[src/hw/rtl/i2cms_pkg.sv]
package i2cms_pkg;

  typedef enum logic [2:0] {
    CMD_IDLE  = 3'd0,
    CMD_START = 3'd1,
    CMD_STOP  = 3'd2,
    CMD_WRITE = 3'd3,
    CMD_READ  = 3'd4,
    CMD_WAIT  = 3'd5
  } cmd_t;

  typedef struct packed {
    logic [2:0] op;
    logic [7:0] tx_byte;
    logic       send_ack;
    logic       sda_in;
  } in_item_t;

  typedef struct packed {
    logic       scl_out;
    logic       sda_out;
    logic       busy_res;
    logic [7:0] rx_byte;
    logic       rx_valid;
    logic       ack_timeout;
    logic       ack_valid;
  } out_item_t;

  // classified step as it sits in the queue
  typedef struct packed {
    cmd_t       cmd;
    logic [7:0] tx_byte;
    logic       send_ack;
    logic       sda_in;
  } step_t;

  localparam logic [7:0] ACK_LIMIT_RST = 8'd250;
  localparam logic [3:0] BITS_PER_BYTE = 4'd8;

  localparam logic [2:0] PH_0 = 3'd0;
  localparam logic [2:0] PH_1 = 3'd1;
  localparam logic [2:0] PH_2 = 3'd2;
  localparam logic [2:0] PH_3 = 3'd3;
  localparam logic [2:0] PH_4 = 3'd4;
  localparam logic [2:0] PH_5 = 3'd5;
  localparam logic [2:0] PH_6 = 3'd6;

endpackage

[src/hw/rtl/i2c_master_bit_sequencer_unit.sv]
// a step accepted is registered in the queue and then, when popped, in the output register
// one step per cycle unless out_stall holds the output; the sequencer moves on each pop
// a two-entry queue between classifier and sequencer lets either side stall alone
// reset (synchronous, rst_n low): sequencer idle, scl and sda released high,
// queue and output register empty, ack timeout limit 250
module i2c_master_bit_sequencer_unit (
  input  logic                 clk,
  input  logic                 rst_n,
  input  logic                 in_valid,
  output logic                 in_stall,
  input  i2cms_pkg::in_item_t  in_data,
  output logic                 out_valid,
  input  logic                 out_stall,
  output i2cms_pkg::out_item_t out_data,
  input  logic                 cfg_we,
  input  logic [7:0]           cfg_wdata
);

  logic             q_valid;
  logic             q_pop;
  i2cms_pkg::step_t q_data;

  i2cms_front u_front (
    .clk      (clk),
    .rst_n    (rst_n),
    .in_valid (in_valid),
    .in_stall (in_stall),
    .in_data  (in_data),
    .q_valid  (q_valid),
    .q_pop    (q_pop),
    .q_data   (q_data)
  );

  i2cms_back u_back (
    .clk       (clk),
    .rst_n     (rst_n),
    .cfg_we    (cfg_we),
    .cfg_wdata (cfg_wdata),
    .q_valid   (q_valid),
    .q_pop     (q_pop),
    .q_data    (q_data),
    .out_valid (out_valid),
    .out_stall (out_stall),
    .out_data  (out_data)
  );

endmodule

[src/hw/rtl/i2cms_front.sv]
module i2cms_front (
  input  logic                clk,
  input  logic                rst_n,
  input  logic                in_valid,
  output logic                in_stall,
  input  i2cms_pkg::in_item_t in_data,
  output logic                q_valid,
  input  logic                q_pop,
  output i2cms_pkg::step_t    q_data
);

  i2cms_pkg::step_t mem_r [2];
  logic             wr_ptr_r;
  logic             wr_ptr_nxt;
  logic             rd_ptr_r;
  logic             rd_ptr_nxt;
  logic [1:0]       count_r;
  logic [1:0]       count_nxt;
  logic             push;
  logic             pop;
  i2cms_pkg::step_t cls;

  // undefined op codes fall back to a plain tick
  always_comb begin
    cls.tx_byte  = in_data.tx_byte;
    cls.send_ack = in_data.send_ack;
    cls.sda_in   = in_data.sda_in;
    if (in_data.op inside {[i2cms_pkg::CMD_START:i2cms_pkg::CMD_WAIT]}) begin
      cls.cmd = i2cms_pkg::cmd_t'(in_data.op);
    end else begin
      cls.cmd = i2cms_pkg::CMD_IDLE;
    end
  end

  assign in_stall = (count_r == 2'd2);
  assign push     = in_valid && !in_stall;
  assign q_valid  = (count_r != 2'd0);
  assign pop      = q_pop && q_valid;
  assign q_data   = mem_r[rd_ptr_r];

  always_comb begin
    wr_ptr_nxt = push ? ~wr_ptr_r : wr_ptr_r;
    rd_ptr_nxt = pop ? ~rd_ptr_r : rd_ptr_r;
    count_nxt  = count_r + {1'b0, push} - {1'b0, pop};
  end

  always_ff @(posedge clk) begin
    if (!rst_n) begin
      wr_ptr_r <= 1'b0;
      rd_ptr_r <= 1'b0;
      count_r  <= 2'd0;
    end else begin
      wr_ptr_r <= wr_ptr_nxt;
      rd_ptr_r <= rd_ptr_nxt;
      count_r  <= count_nxt;
    end
  end

  always_ff @(posedge clk) begin
    if (push) begin
      mem_r[wr_ptr_r] <= cls;
    end
  end

endmodule

[src/hw/rtl/i2cms_back.sv]
module i2cms_back (
  input  logic                 clk,
  input  logic                 rst_n,
  input  logic                 cfg_we,
  input  logic [7:0]           cfg_wdata,
  input  logic                 q_valid,
  output logic                 q_pop,
  input  i2cms_pkg::step_t     q_data,
  output logic                 out_valid,
  input  logic                 out_stall,
  output i2cms_pkg::out_item_t out_data
);

  logic [7:0]           limit_r;
  i2cms_pkg::cmd_t      cmd_r, cmd_nxt, cmd_b;
  logic [2:0]           phase_r, phase_nxt, phase_b;
  logic [3:0]           bit_cnt_r, bit_cnt_nxt, bit_cnt_b;
  logic [7:0]           shift_r, shift_nxt, shift_b;
  logic [7:0]           poll_r, poll_nxt, poll_b;
  logic                 ack_choice_r, ack_choice_nxt, ack_choice_b;
  logic                 scl_r, scl_nxt;
  logic                 sda_r, sda_nxt;
  logic                 out_valid_r;
  i2cms_pkg::out_item_t out_data_r;
  logic                 rx_pulse;
  logic                 ack_pulse;
  logic                 ack_to;

  // the output register frees up when its transfer completes
  assign q_pop     = q_valid && (!out_valid_r || !out_stall);
  assign out_valid = out_valid_r;
  assign out_data  = out_data_r;

  // command latch when idle
  always_comb begin
    cmd_b        = cmd_r;
    phase_b      = phase_r;
    bit_cnt_b    = bit_cnt_r;
    shift_b      = shift_r;
    poll_b       = poll_r;
    ack_choice_b = ack_choice_r;
    if (cmd_r == i2cms_pkg::CMD_IDLE && q_data.cmd != i2cms_pkg::CMD_IDLE) begin
      cmd_b        = q_data.cmd;
      phase_b      = i2cms_pkg::PH_0;
      bit_cnt_b    = 4'd0;
      poll_b       = 8'd0;
      shift_b      = (q_data.cmd == i2cms_pkg::CMD_WRITE) ? q_data.tx_byte : 8'd0;
      ack_choice_b = q_data.send_ack;
    end
  end

  // next state
  always_comb begin
    cmd_nxt        = cmd_b;
    phase_nxt      = phase_b;
    bit_cnt_nxt    = bit_cnt_b;
    shift_nxt      = shift_b;
    poll_nxt       = poll_b;
    ack_choice_nxt = ack_choice_b;
    scl_nxt        = scl_r;
    sda_nxt        = sda_r;
    case (cmd_b)
      i2cms_pkg::CMD_IDLE: begin
      end
      i2cms_pkg::CMD_START: begin
        if (phase_b == i2cms_pkg::PH_0) begin
          sda_nxt   = 1'b1;
          scl_nxt   = 1'b1;
          phase_nxt = i2cms_pkg::PH_1;
        end else if (phase_b == i2cms_pkg::PH_1) begin
          sda_nxt   = 1'b0;
          phase_nxt = i2cms_pkg::PH_2;
        end else begin
          scl_nxt   = 1'b0;
          cmd_nxt   = i2cms_pkg::CMD_IDLE;
          phase_nxt = i2cms_pkg::PH_0;
        end
      end
      i2cms_pkg::CMD_STOP: begin
        if (phase_b == i2cms_pkg::PH_0) begin
          scl_nxt   = 1'b0;
          sda_nxt   = 1'b0;
          phase_nxt = i2cms_pkg::PH_1;
        end else if (phase_b == i2cms_pkg::PH_1) begin
          scl_nxt   = 1'b1;
          phase_nxt = i2cms_pkg::PH_2;
        end else begin
          sda_nxt   = 1'b1;
          cmd_nxt   = i2cms_pkg::CMD_IDLE;
          phase_nxt = i2cms_pkg::PH_0;
        end
      end
      i2cms_pkg::CMD_WRITE: begin
        if (phase_b == i2cms_pkg::PH_0) begin
          scl_nxt   = 1'b0;
          sda_nxt   = shift_b[7];
          phase_nxt = i2cms_pkg::PH_1;
        end else if (phase_b == i2cms_pkg::PH_1) begin
          scl_nxt     = 1'b1;
          shift_nxt   = {shift_b[6:0], 1'b0};
          bit_cnt_nxt = bit_cnt_b + 4'd1;
          phase_nxt   = (bit_cnt_nxt >= i2cms_pkg::BITS_PER_BYTE) ?
                        i2cms_pkg::PH_2 : i2cms_pkg::PH_0;
        end else if (phase_b == i2cms_pkg::PH_2) begin
          scl_nxt   = 1'b0;
          phase_nxt = i2cms_pkg::PH_3;
        end else begin
          sda_nxt   = 1'b1;
          cmd_nxt   = i2cms_pkg::CMD_IDLE;
          phase_nxt = i2cms_pkg::PH_0;
        end
      end
      i2cms_pkg::CMD_READ: begin
        case (phase_b)
          i2cms_pkg::PH_0: begin
            sda_nxt   = 1'b1;
            phase_nxt = i2cms_pkg::PH_1;
          end
          i2cms_pkg::PH_1: begin
            scl_nxt   = 1'b1;
            phase_nxt = i2cms_pkg::PH_2;
          end
          i2cms_pkg::PH_2: begin
            shift_nxt   = {shift_b[6:0], q_data.sda_in};
            scl_nxt     = 1'b0;
            bit_cnt_nxt = bit_cnt_b + 4'd1;
            phase_nxt   = (bit_cnt_nxt >= i2cms_pkg::BITS_PER_BYTE) ?
                          i2cms_pkg::PH_3 : i2cms_pkg::PH_1;
          end
          i2cms_pkg::PH_3: begin
            sda_nxt   = !ack_choice_b;
            phase_nxt = i2cms_pkg::PH_4;
          end
          i2cms_pkg::PH_4: begin
            scl_nxt   = 1'b1;
            phase_nxt = i2cms_pkg::PH_5;
          end
          i2cms_pkg::PH_5: begin
            scl_nxt = 1'b0;
            if (ack_choice_b) begin
              phase_nxt = i2cms_pkg::PH_6;
            end else begin
              cmd_nxt   = i2cms_pkg::CMD_IDLE;
              phase_nxt = i2cms_pkg::PH_0;
            end
          end
          default: begin
            sda_nxt   = 1'b1;
            cmd_nxt   = i2cms_pkg::CMD_IDLE;
            phase_nxt = i2cms_pkg::PH_0;
          end
        endcase
      end
      i2cms_pkg::CMD_WAIT: begin
        case (phase_b)
          i2cms_pkg::PH_0: begin
            sda_nxt   = 1'b1;
            phase_nxt = i2cms_pkg::PH_1;
          end
          i2cms_pkg::PH_1: begin
            scl_nxt   = 1'b1;
            poll_nxt  = 8'd0;
            phase_nxt = i2cms_pkg::PH_2;
          end
          i2cms_pkg::PH_2: begin
            if (!q_data.sda_in) begin
              scl_nxt   = 1'b0;
              cmd_nxt   = i2cms_pkg::CMD_IDLE;
              phase_nxt = i2cms_pkg::PH_0;
            end else if (poll_b >= limit_r) begin
              // timeout: go into a stop sequence
              scl_nxt   = 1'b0;
              sda_nxt   = 1'b0;
              phase_nxt = i2cms_pkg::PH_3;
            end else begin
              poll_nxt = poll_b + 8'd1;
            end
          end
          i2cms_pkg::PH_3: begin
            scl_nxt   = 1'b1;
            phase_nxt = i2cms_pkg::PH_4;
          end
          default: begin
            sda_nxt   = 1'b1;
            cmd_nxt   = i2cms_pkg::CMD_IDLE;
            phase_nxt = i2cms_pkg::PH_0;
          end
        endcase
      end
      default: begin
        cmd_nxt   = i2cms_pkg::CMD_IDLE;
        phase_nxt = i2cms_pkg::PH_0;
      end
    endcase
  end

  // completion flags
  always_comb begin
    rx_pulse  = 1'b0;
    ack_pulse = 1'b0;
    ack_to    = 1'b0;
    case (cmd_b)
      i2cms_pkg::CMD_READ: begin
        rx_pulse = (phase_b == i2cms_pkg::PH_5 && !ack_choice_b) ||
                   (phase_b >= i2cms_pkg::PH_6);
      end
      i2cms_pkg::CMD_WAIT: begin
        ack_to    = (phase_b >= i2cms_pkg::PH_4);
        ack_pulse = (phase_b == i2cms_pkg::PH_2 && !q_data.sda_in) || ack_to;
      end
      default: begin
      end
    endcase
  end

  always_ff @(posedge clk) begin
    if (!rst_n) begin
      limit_r <= i2cms_pkg::ACK_LIMIT_RST;
    end else if (cfg_we) begin
      limit_r <= cfg_wdata;
    end
  end

  always_ff @(posedge clk) begin
    if (!rst_n) begin
      cmd_r        <= i2cms_pkg::CMD_IDLE;
      phase_r      <= i2cms_pkg::PH_0;
      bit_cnt_r    <= 4'd0;
      shift_r      <= 8'd0;
      poll_r       <= 8'd0;
      ack_choice_r <= 1'b0;
      scl_r        <= 1'b1;
      sda_r        <= 1'b1;
    end else if (q_pop) begin
      cmd_r        <= cmd_nxt;
      phase_r      <= phase_nxt;
      bit_cnt_r    <= bit_cnt_nxt;
      shift_r      <= shift_nxt;
      poll_r       <= poll_nxt;
      ack_choice_r <= ack_choice_nxt;
      scl_r        <= scl_nxt;
      sda_r        <= sda_nxt;
    end
  end

  always_ff @(posedge clk) begin
    if (!rst_n) begin
      out_valid_r <= 1'b0;
    end else if (q_pop) begin
      out_valid_r <= 1'b1;
    end else if (!out_stall) begin
      out_valid_r <= 1'b0;
    end
  end

  always_ff @(posedge clk) begin
    if (q_pop) begin
      out_data_r.scl_out     <= scl_nxt;
      out_data_r.sda_out     <= sda_nxt;
      out_data_r.busy_res    <= (cmd_nxt != i2cms_pkg::CMD_IDLE);
      out_data_r.rx_byte     <= rx_pulse ? shift_b : 8'd0;
      out_data_r.rx_valid    <= rx_pulse;
      out_data_r.ack_timeout <= ack_to;
      out_data_r.ack_valid   <= ack_pulse;
    end
  end

`ifndef NO_ASSERTIONS
  a_idle_phase: assert property (@(posedge clk) disable iff (!rst_n)
    cmd_r == i2cms_pkg::CMD_IDLE |-> phase_r == i2cms_pkg::PH_0)
    else $error("idle with nonzero phase");

  a_bit_range: assert property (@(posedge clk) disable iff (!rst_n)
    bit_cnt_r <= i2cms_pkg::BITS_PER_BYTE)
    else $error("bit count past one byte");

  a_done_not_busy: assert property (@(posedge clk) disable iff (!rst_n)
    out_valid_r && (out_data_r.rx_valid || out_data_r.ack_valid) |-> !out_data_r.busy_res)
    else $error("completion reported while busy");

  a_held_state: assert property (@(posedge clk) disable iff (!rst_n)
    !q_pop |=> $stable(cmd_r) && $stable(phase_r) && $stable(scl_r) && $stable(sda_r))
    else $error("sequencer moved without a transfer");
`endif

endmodule

[config.mk]
export PLATFORM = sky130hd
export DESIGN_NAME = i2c_master_bit_sequencer_unit
export DESIGN_NICKNAME = d
export VERILOG_FILES = /design/src/hw/rtl/i2cms_pkg.sv /design/src/hw/rtl/i2c_master_bit_sequencer_unit.sv /design/src/hw/rtl/i2cms_front.sv /design/src/hw/rtl/i2cms_back.sv
export SDC_FILE = /design/constraint.sdc
export NUM_CORES = 1
export LEC_CHECK = 0
export BUFFER_PORTS_ARGS = -buffer_cell sky130_fd_sc_hd__buf_2
export CORE_MARGIN = 2
export CORE_UTILIZATION = 43
export CTS_CLUSTER_SIZE = 24
export DETAILED_ROUTE_END_ITERATION = 10
export SETUP_SLACK_MARGIN = 0.5
export SLEW_MARGIN = 5
export SYNTH_ARGS = -nofsm -noshare
export SYNTH_HDL_FRONTEND = slang
export SYNTH_HIERARCHICAL = 1
export SYNTH_SLANG_ARGS = --single-unit
[constraint.sdc]
create_clock -name clk -period 3.71 [get_ports clk]
set_clock_uncertainty 0.15 [all_clocks]
set_input_delay 0.5565 -clock clk [delete_from_list [all_inputs] [get_ports clk]]
set_output_delay 0.5565 -clock clk [all_outputs]
set_load 0.02 [all_outputs]
After elaboration in Yosys (flattened, before gate mapping)
Memory sizes are Yosys's and may differ from the RTL's. A register that Yosys moved wholly into a read port is not among the register bits. Cells that the tools add are included.

Bits in registers: 56. Bits in writable memories: 26. Input port bits: 26. Output and inout port bits: 16. Logic and storage cells: 148. Memories: 1.

Memories: u_front.mem_r (depth 2, width 13, rd ports 1, clocked after memory_dff 1, write ports 1, line i2cms_front.sv:12) `i2cms_pkg::step_t mem_r [2];`.

Add/sub/neg operators: 4. Order comparisons: 6. Eq/ne operators: 13. Muxes and demuxes: 74. Bitwise logic cells: 2. Reductions and logical operators: 28.

Operators by type and width (number): $mux W8 (9); $mux W3 (16); $pmux W8 S2 (2); $pmux W3 S5 (2); $mux W1 (26); $pmux W3 S6 (1); $mux W4 (4); $eq A3 B2 Y1 const B (5); $eq A3 B3 Y1 const B (4); $pmux W3 S2 (2); $pmux W3 S4 (1); $pmux W1 S5 (2); $logic_not A3 Y1 (3); $add A8 B1 Y8 const B (1); $ge A8 B8 Y1 (1); $mux W2 (4); $pmux W1 S2 (4); $pmux W4 S2 (1); $reduce_or A2 Y1 (4); $logic_and A1 B1 Y1 (7); $eq A3 B1 Y1 const B (2); $ge A3 B3 Y1 const B (2); $reduce_bool A3 Y1 (2); $logic_not A1 Y1 (5); other kinds (14) (17).

Depth between registers and ports, before layout
Word-level depth: 9. Gate-level depth with buffers: 16. Depth with buffers taken out: 11.

Hierarchy
The synthesis kept the hierarchy.

Modules (own cells, without submodules): i2cms_back (instances 1, cells each 422, area each 3374.5 µm², sequential area each 1181.1 µm²); i2cms_front (instances 1, cells each 70, area each 1233.7 µm², sequential area each 880.8 µm²).

Worst setup path after synthesis
Ideal clock, no wire load.

Path type: register to register. From: register with a tool-made name. To: register u_back.out_data_r (netlist bit u_back/out_data[13]) (data pin). Library setup time: 265 ps. Arrival: 3613 ps. Required time: 3295 ps. Setup slack: -318 ps. Stages on the path, launching flop included: 17. Buffers on the path: 5. Clock period less this slack: 4028 ps. Cells stage by stage: dfxtp_1 -> buf_6 -> mux2_4 -> buf_2 -> or3_1 -> clkbuf_1 -> nand2_1 -> buf_2 -> clkbuf_1 -> nand2_1 -> ha_1 -> nand2b_1 -> a21oi_1 -> maj3_4 -> o2111ai_4 -> a211oi_1 -> or3_1.

RTL lines: end, declared (line i2cms_back.sv:24) `i2cms_pkg::out_item_t out_data_r;`.

==> metrics.md <==
| Metric | Value |
|---|---|
| CP Max Fanout | 8 |
| CP endpoint kind | flip-flop |
| Total track usage | 20.2% |
| Num ports | 42 |
| CTS Buf Count | 9 |
| Most frequent cells after synthesis | nand2_1 (53), dfxtp_1 (43), edfxtp_1 (40) |
| Initial antenna violation count | 0 |
| Number of synthesized flops with an enable pin | 40 |
| WS Path Type | flip-flop to flip-flop |
| Final Max Slew Viols | 0 |
| Seq/Total Area, Yosys | 44.7% |
| Post-Route WL | 11.3 mm |
| Initial DRT Pass Iterations | 6 |
| Maximum clock frequency | 0.318 GHz |
| Antenna cells | 0 |
| Worst-margin pin slew | 1050 ps |
| Initial Util | 44.4% |
| Synth Net Count | 529 |
| RSZ-0062 raised after global routing | yes |
| HPWL after DPL | 7.87 mm |
| Yosys warning count | 6 |
| Detail Route Antenna Nets | 0 |
| Final Hold Viols | 0 |
| Worst path slowest cell | or3_4 |
| Synth Area per Inst | 9.37 sq um |
| Top cells by area, synth | edfxtp_1 (26%), dfxtp_1 (19%), nand2_1 (4.3%) |
| Final nets | 570 |
| Fill count | 990 |
| Worst setup margin | 563 ps |
| Routability cong. | 0.944 |
| Clk Latency, worst-skew pair | 370 ps |
| Vias in the first global route | 3608 |
| PnR Total Power | 4090 uW |
| Crit-path max cell delay | 420 ps |
| Register-to-register setup slack | 560 ps |
| P_leak | 0.00209 uW |
| CTS Sinks | 83 |
| Drt initial violations | 324 |
| Status | finished clean |
| Die X | 108 um |
| Crit path cell chain | mux2_4 -> or3_4 -> nand2_8 -> nand2_4 -> ha_4 -> nand2b_4 -> a21oi_2 -> maj3_4 -> o2111ai_4 -> a211oi_2 -> or3_1 |
| Slew Limit Headroom | 29.8% |
| Remaining global-route overflow | 0 |
| Routed WL per cell | 16.8 um |
| Final Cycle Share | 84.8% |
| Required time worst endpoint | 3690 ps |
| Most numerous cell in the Yosys netlist | nand2_1 |
| MaxCap Viol Count | 0 |
| Place WS | 326 ps |
| CTS root buf | clkbuf_8 |
| Syn Inst Count | 492 |
| Maximum VDD drop | 0.363 mV |
| Share of the synthesized area in the top cell type | 26.1% |
| Area grow syn2layout | 14.6% |
| Reg2reg end | u_back/out_data[13]$_DFFE_PP_ |
| First-pass GRT wire length | 18.3 mm |
| Async S/R FF share, synth | 0% |
| Largest net degree at the start of global routing | 33 |
| Distinct cells, synth | 69 |
| Number of setup violations in the final report | 0 |
| CTS tree | built |
| H-Tree Depth | 3 |
| FF+latch count, synth | 83 |
| PwrDens | 775 nW/um^2 |
| Hold EP | u_front/mem_r[0][6]$_DFFE_PP_ |
| Biggest area consumer among synthesized cells | edfxtp_1 |
| WHS Path Cells | 1 |
| Worst Hold Margin | 213 ps |
| Drt drc | 0 |
| Nature of the critical path startpoint | flip-flop |
| Hold Path Origin | in_data[6] |
| Min cycle time layout | 3150 ps |
| FP Rows | 37 |
| Vias | 3970 |
| Die Area | 11600 sq um |
| Setup TNS | 0 ps |
| CP Data Arrival Time | 3120 ps |
| Clock Tree Buf Depth | 2 |
| Worst reg2reg path depth | 11 |
| Via-per-instance ratio | 5.89 |
| I/O Buffers | 41 |
| Share of layout cells above drive strength 1 | 21.0% |
| Worst-path clk slew | 110 ps |
| Die Y-Extent | 108 um |
| Synthesized area | 4610 sq um |
| Placeable Area | 10400 sq um |
| Hold crit path type | input pin to flip-flop |
| Primary FF master, synth | dfxtp_1 |
[worst max-delay path, delay by kind of cell, from the launching register on]
kind / cells / cell delay [ps]
AND/OR/NAND/NOR: 5 / 1050
adder cells (fa/ha/maj): 2 / 610
AO/OA/AOI/OAI: 3 / 410
flip-flops: 1 / 380
multiplexers: 1 / 300
[stage by stage]
stage | utilization, % | std cells | cell area (sq um)
CTS | 50.8 | 673 | 5270
detailed placement | 48.2 | 650 | 5000
finish | 50.9 | 674 | 5280
global route | 50.9 | 674 | 5280
global placement | 48.2 | 650 | 5000
floorplan | - | 492 | 4700
[state kept, by name, indices dropped and copies added, names as in the netlist, 2 cells and up, named ones only]
register / cells
u_back/phase_r: 3
u_back/out_data: 14
u_back/limit_r: 8
u_back/shift_r: 8
u_back/bit_cnt_r: 4
u_back/poll_r: 8
u_front/mem_r: 26
u_back/cmd_r: 3
u_front/count_r: 2
[worst max-delay path by stage]
stage                   start                            end  slack [ps]  cells after the start
floorplan           flip-flop  u_back/out_data[13]$_DFFE_PP_          30                     16
global placement    flip-flop  u_back/out_data[13]$_DFFE_PP_         370                     11
detailed placement  flip-flop  u_back/out_data[13]$_DFFE_PP_         330                     11
CTS                 flip-flop  u_back/out_data[13]$_DFFE_PP_         540                     11
global route        flip-flop  u_back/out_data[13]$_DFFE_PP_         470                     11
finish              flip-flop  u_back/out_data[13]$_DFFE_PP_         560                     11
[cell type report]
type	count	area [sq um]	share of cell area [%]
Multi-Input combinational cell	360	2420	45.8
Sequential cell	83	2070	39.1
Timing Repair Buffer	62	363	6.87
Tap cell	136	170	3.22
Clock buffer	9	124	2.34
Clock inverter	7	78.8	1.49
Inverter	17	63.8	1.21
[where the power goes]
part | internal [uW] | switching, uW | total (uW)
clock network | 268 | 391 | 659
registers | 1200 | 113 | 1320
logic | 787 | 1330 | 2120
total | 2260 | 1830 | 4090
[layer usage]
| layer | part of all wire, % | global-route usage [%] | vias to the layer above |
|---|---|---|---|
| met3 | 6.4 | 4.06 | 23 |
| met1 | 47 | 29.4 | 1876 |
| met4 | 2.1 | 5.95 | 0 |
| li1 | - | - | 1911 |
| met5 | 0 | 0 | - |
| met2 | 44 | 30.4 | 160 |
[logic make-up (layout without fill, tap and decap cells)]
group	count (synthesis)	after routing	share of synthesized area (%)
xor+xnor	6	6	1.14
flops	83	83	44.7
compound gates	138	138	20.6
fa+ha+maj	12	12	3.29
buf+inv	49	95	4.37
mux	24	24	6.38
simple gates	180	180	19.5
[repair_timing]
item	CTS	global route
resized for setup	4	1
buffers inserted	7	1
hold buffers	0	0
pin swaps	2	4
setup endpoints to repair	7	4
[cells in the final DEF, fill, tap and decap left out, types with 10 or more instances in the layout]
cell type / count
nor2_1: 36
nor3_1: 10
ha_1: 10
o21ai_0: 26
mux2_4: 11
dfxtp_1: 42
buf_2: 41
mux2i_1: 11
edfxtp_1: 40
nand3_1: 24
buf_4: 21
a21oi_1: 35
inv_1: 17
o211ai_1: 13
and2_1: 11
nand2_1: 50
(Power assumes the default switching activity.)
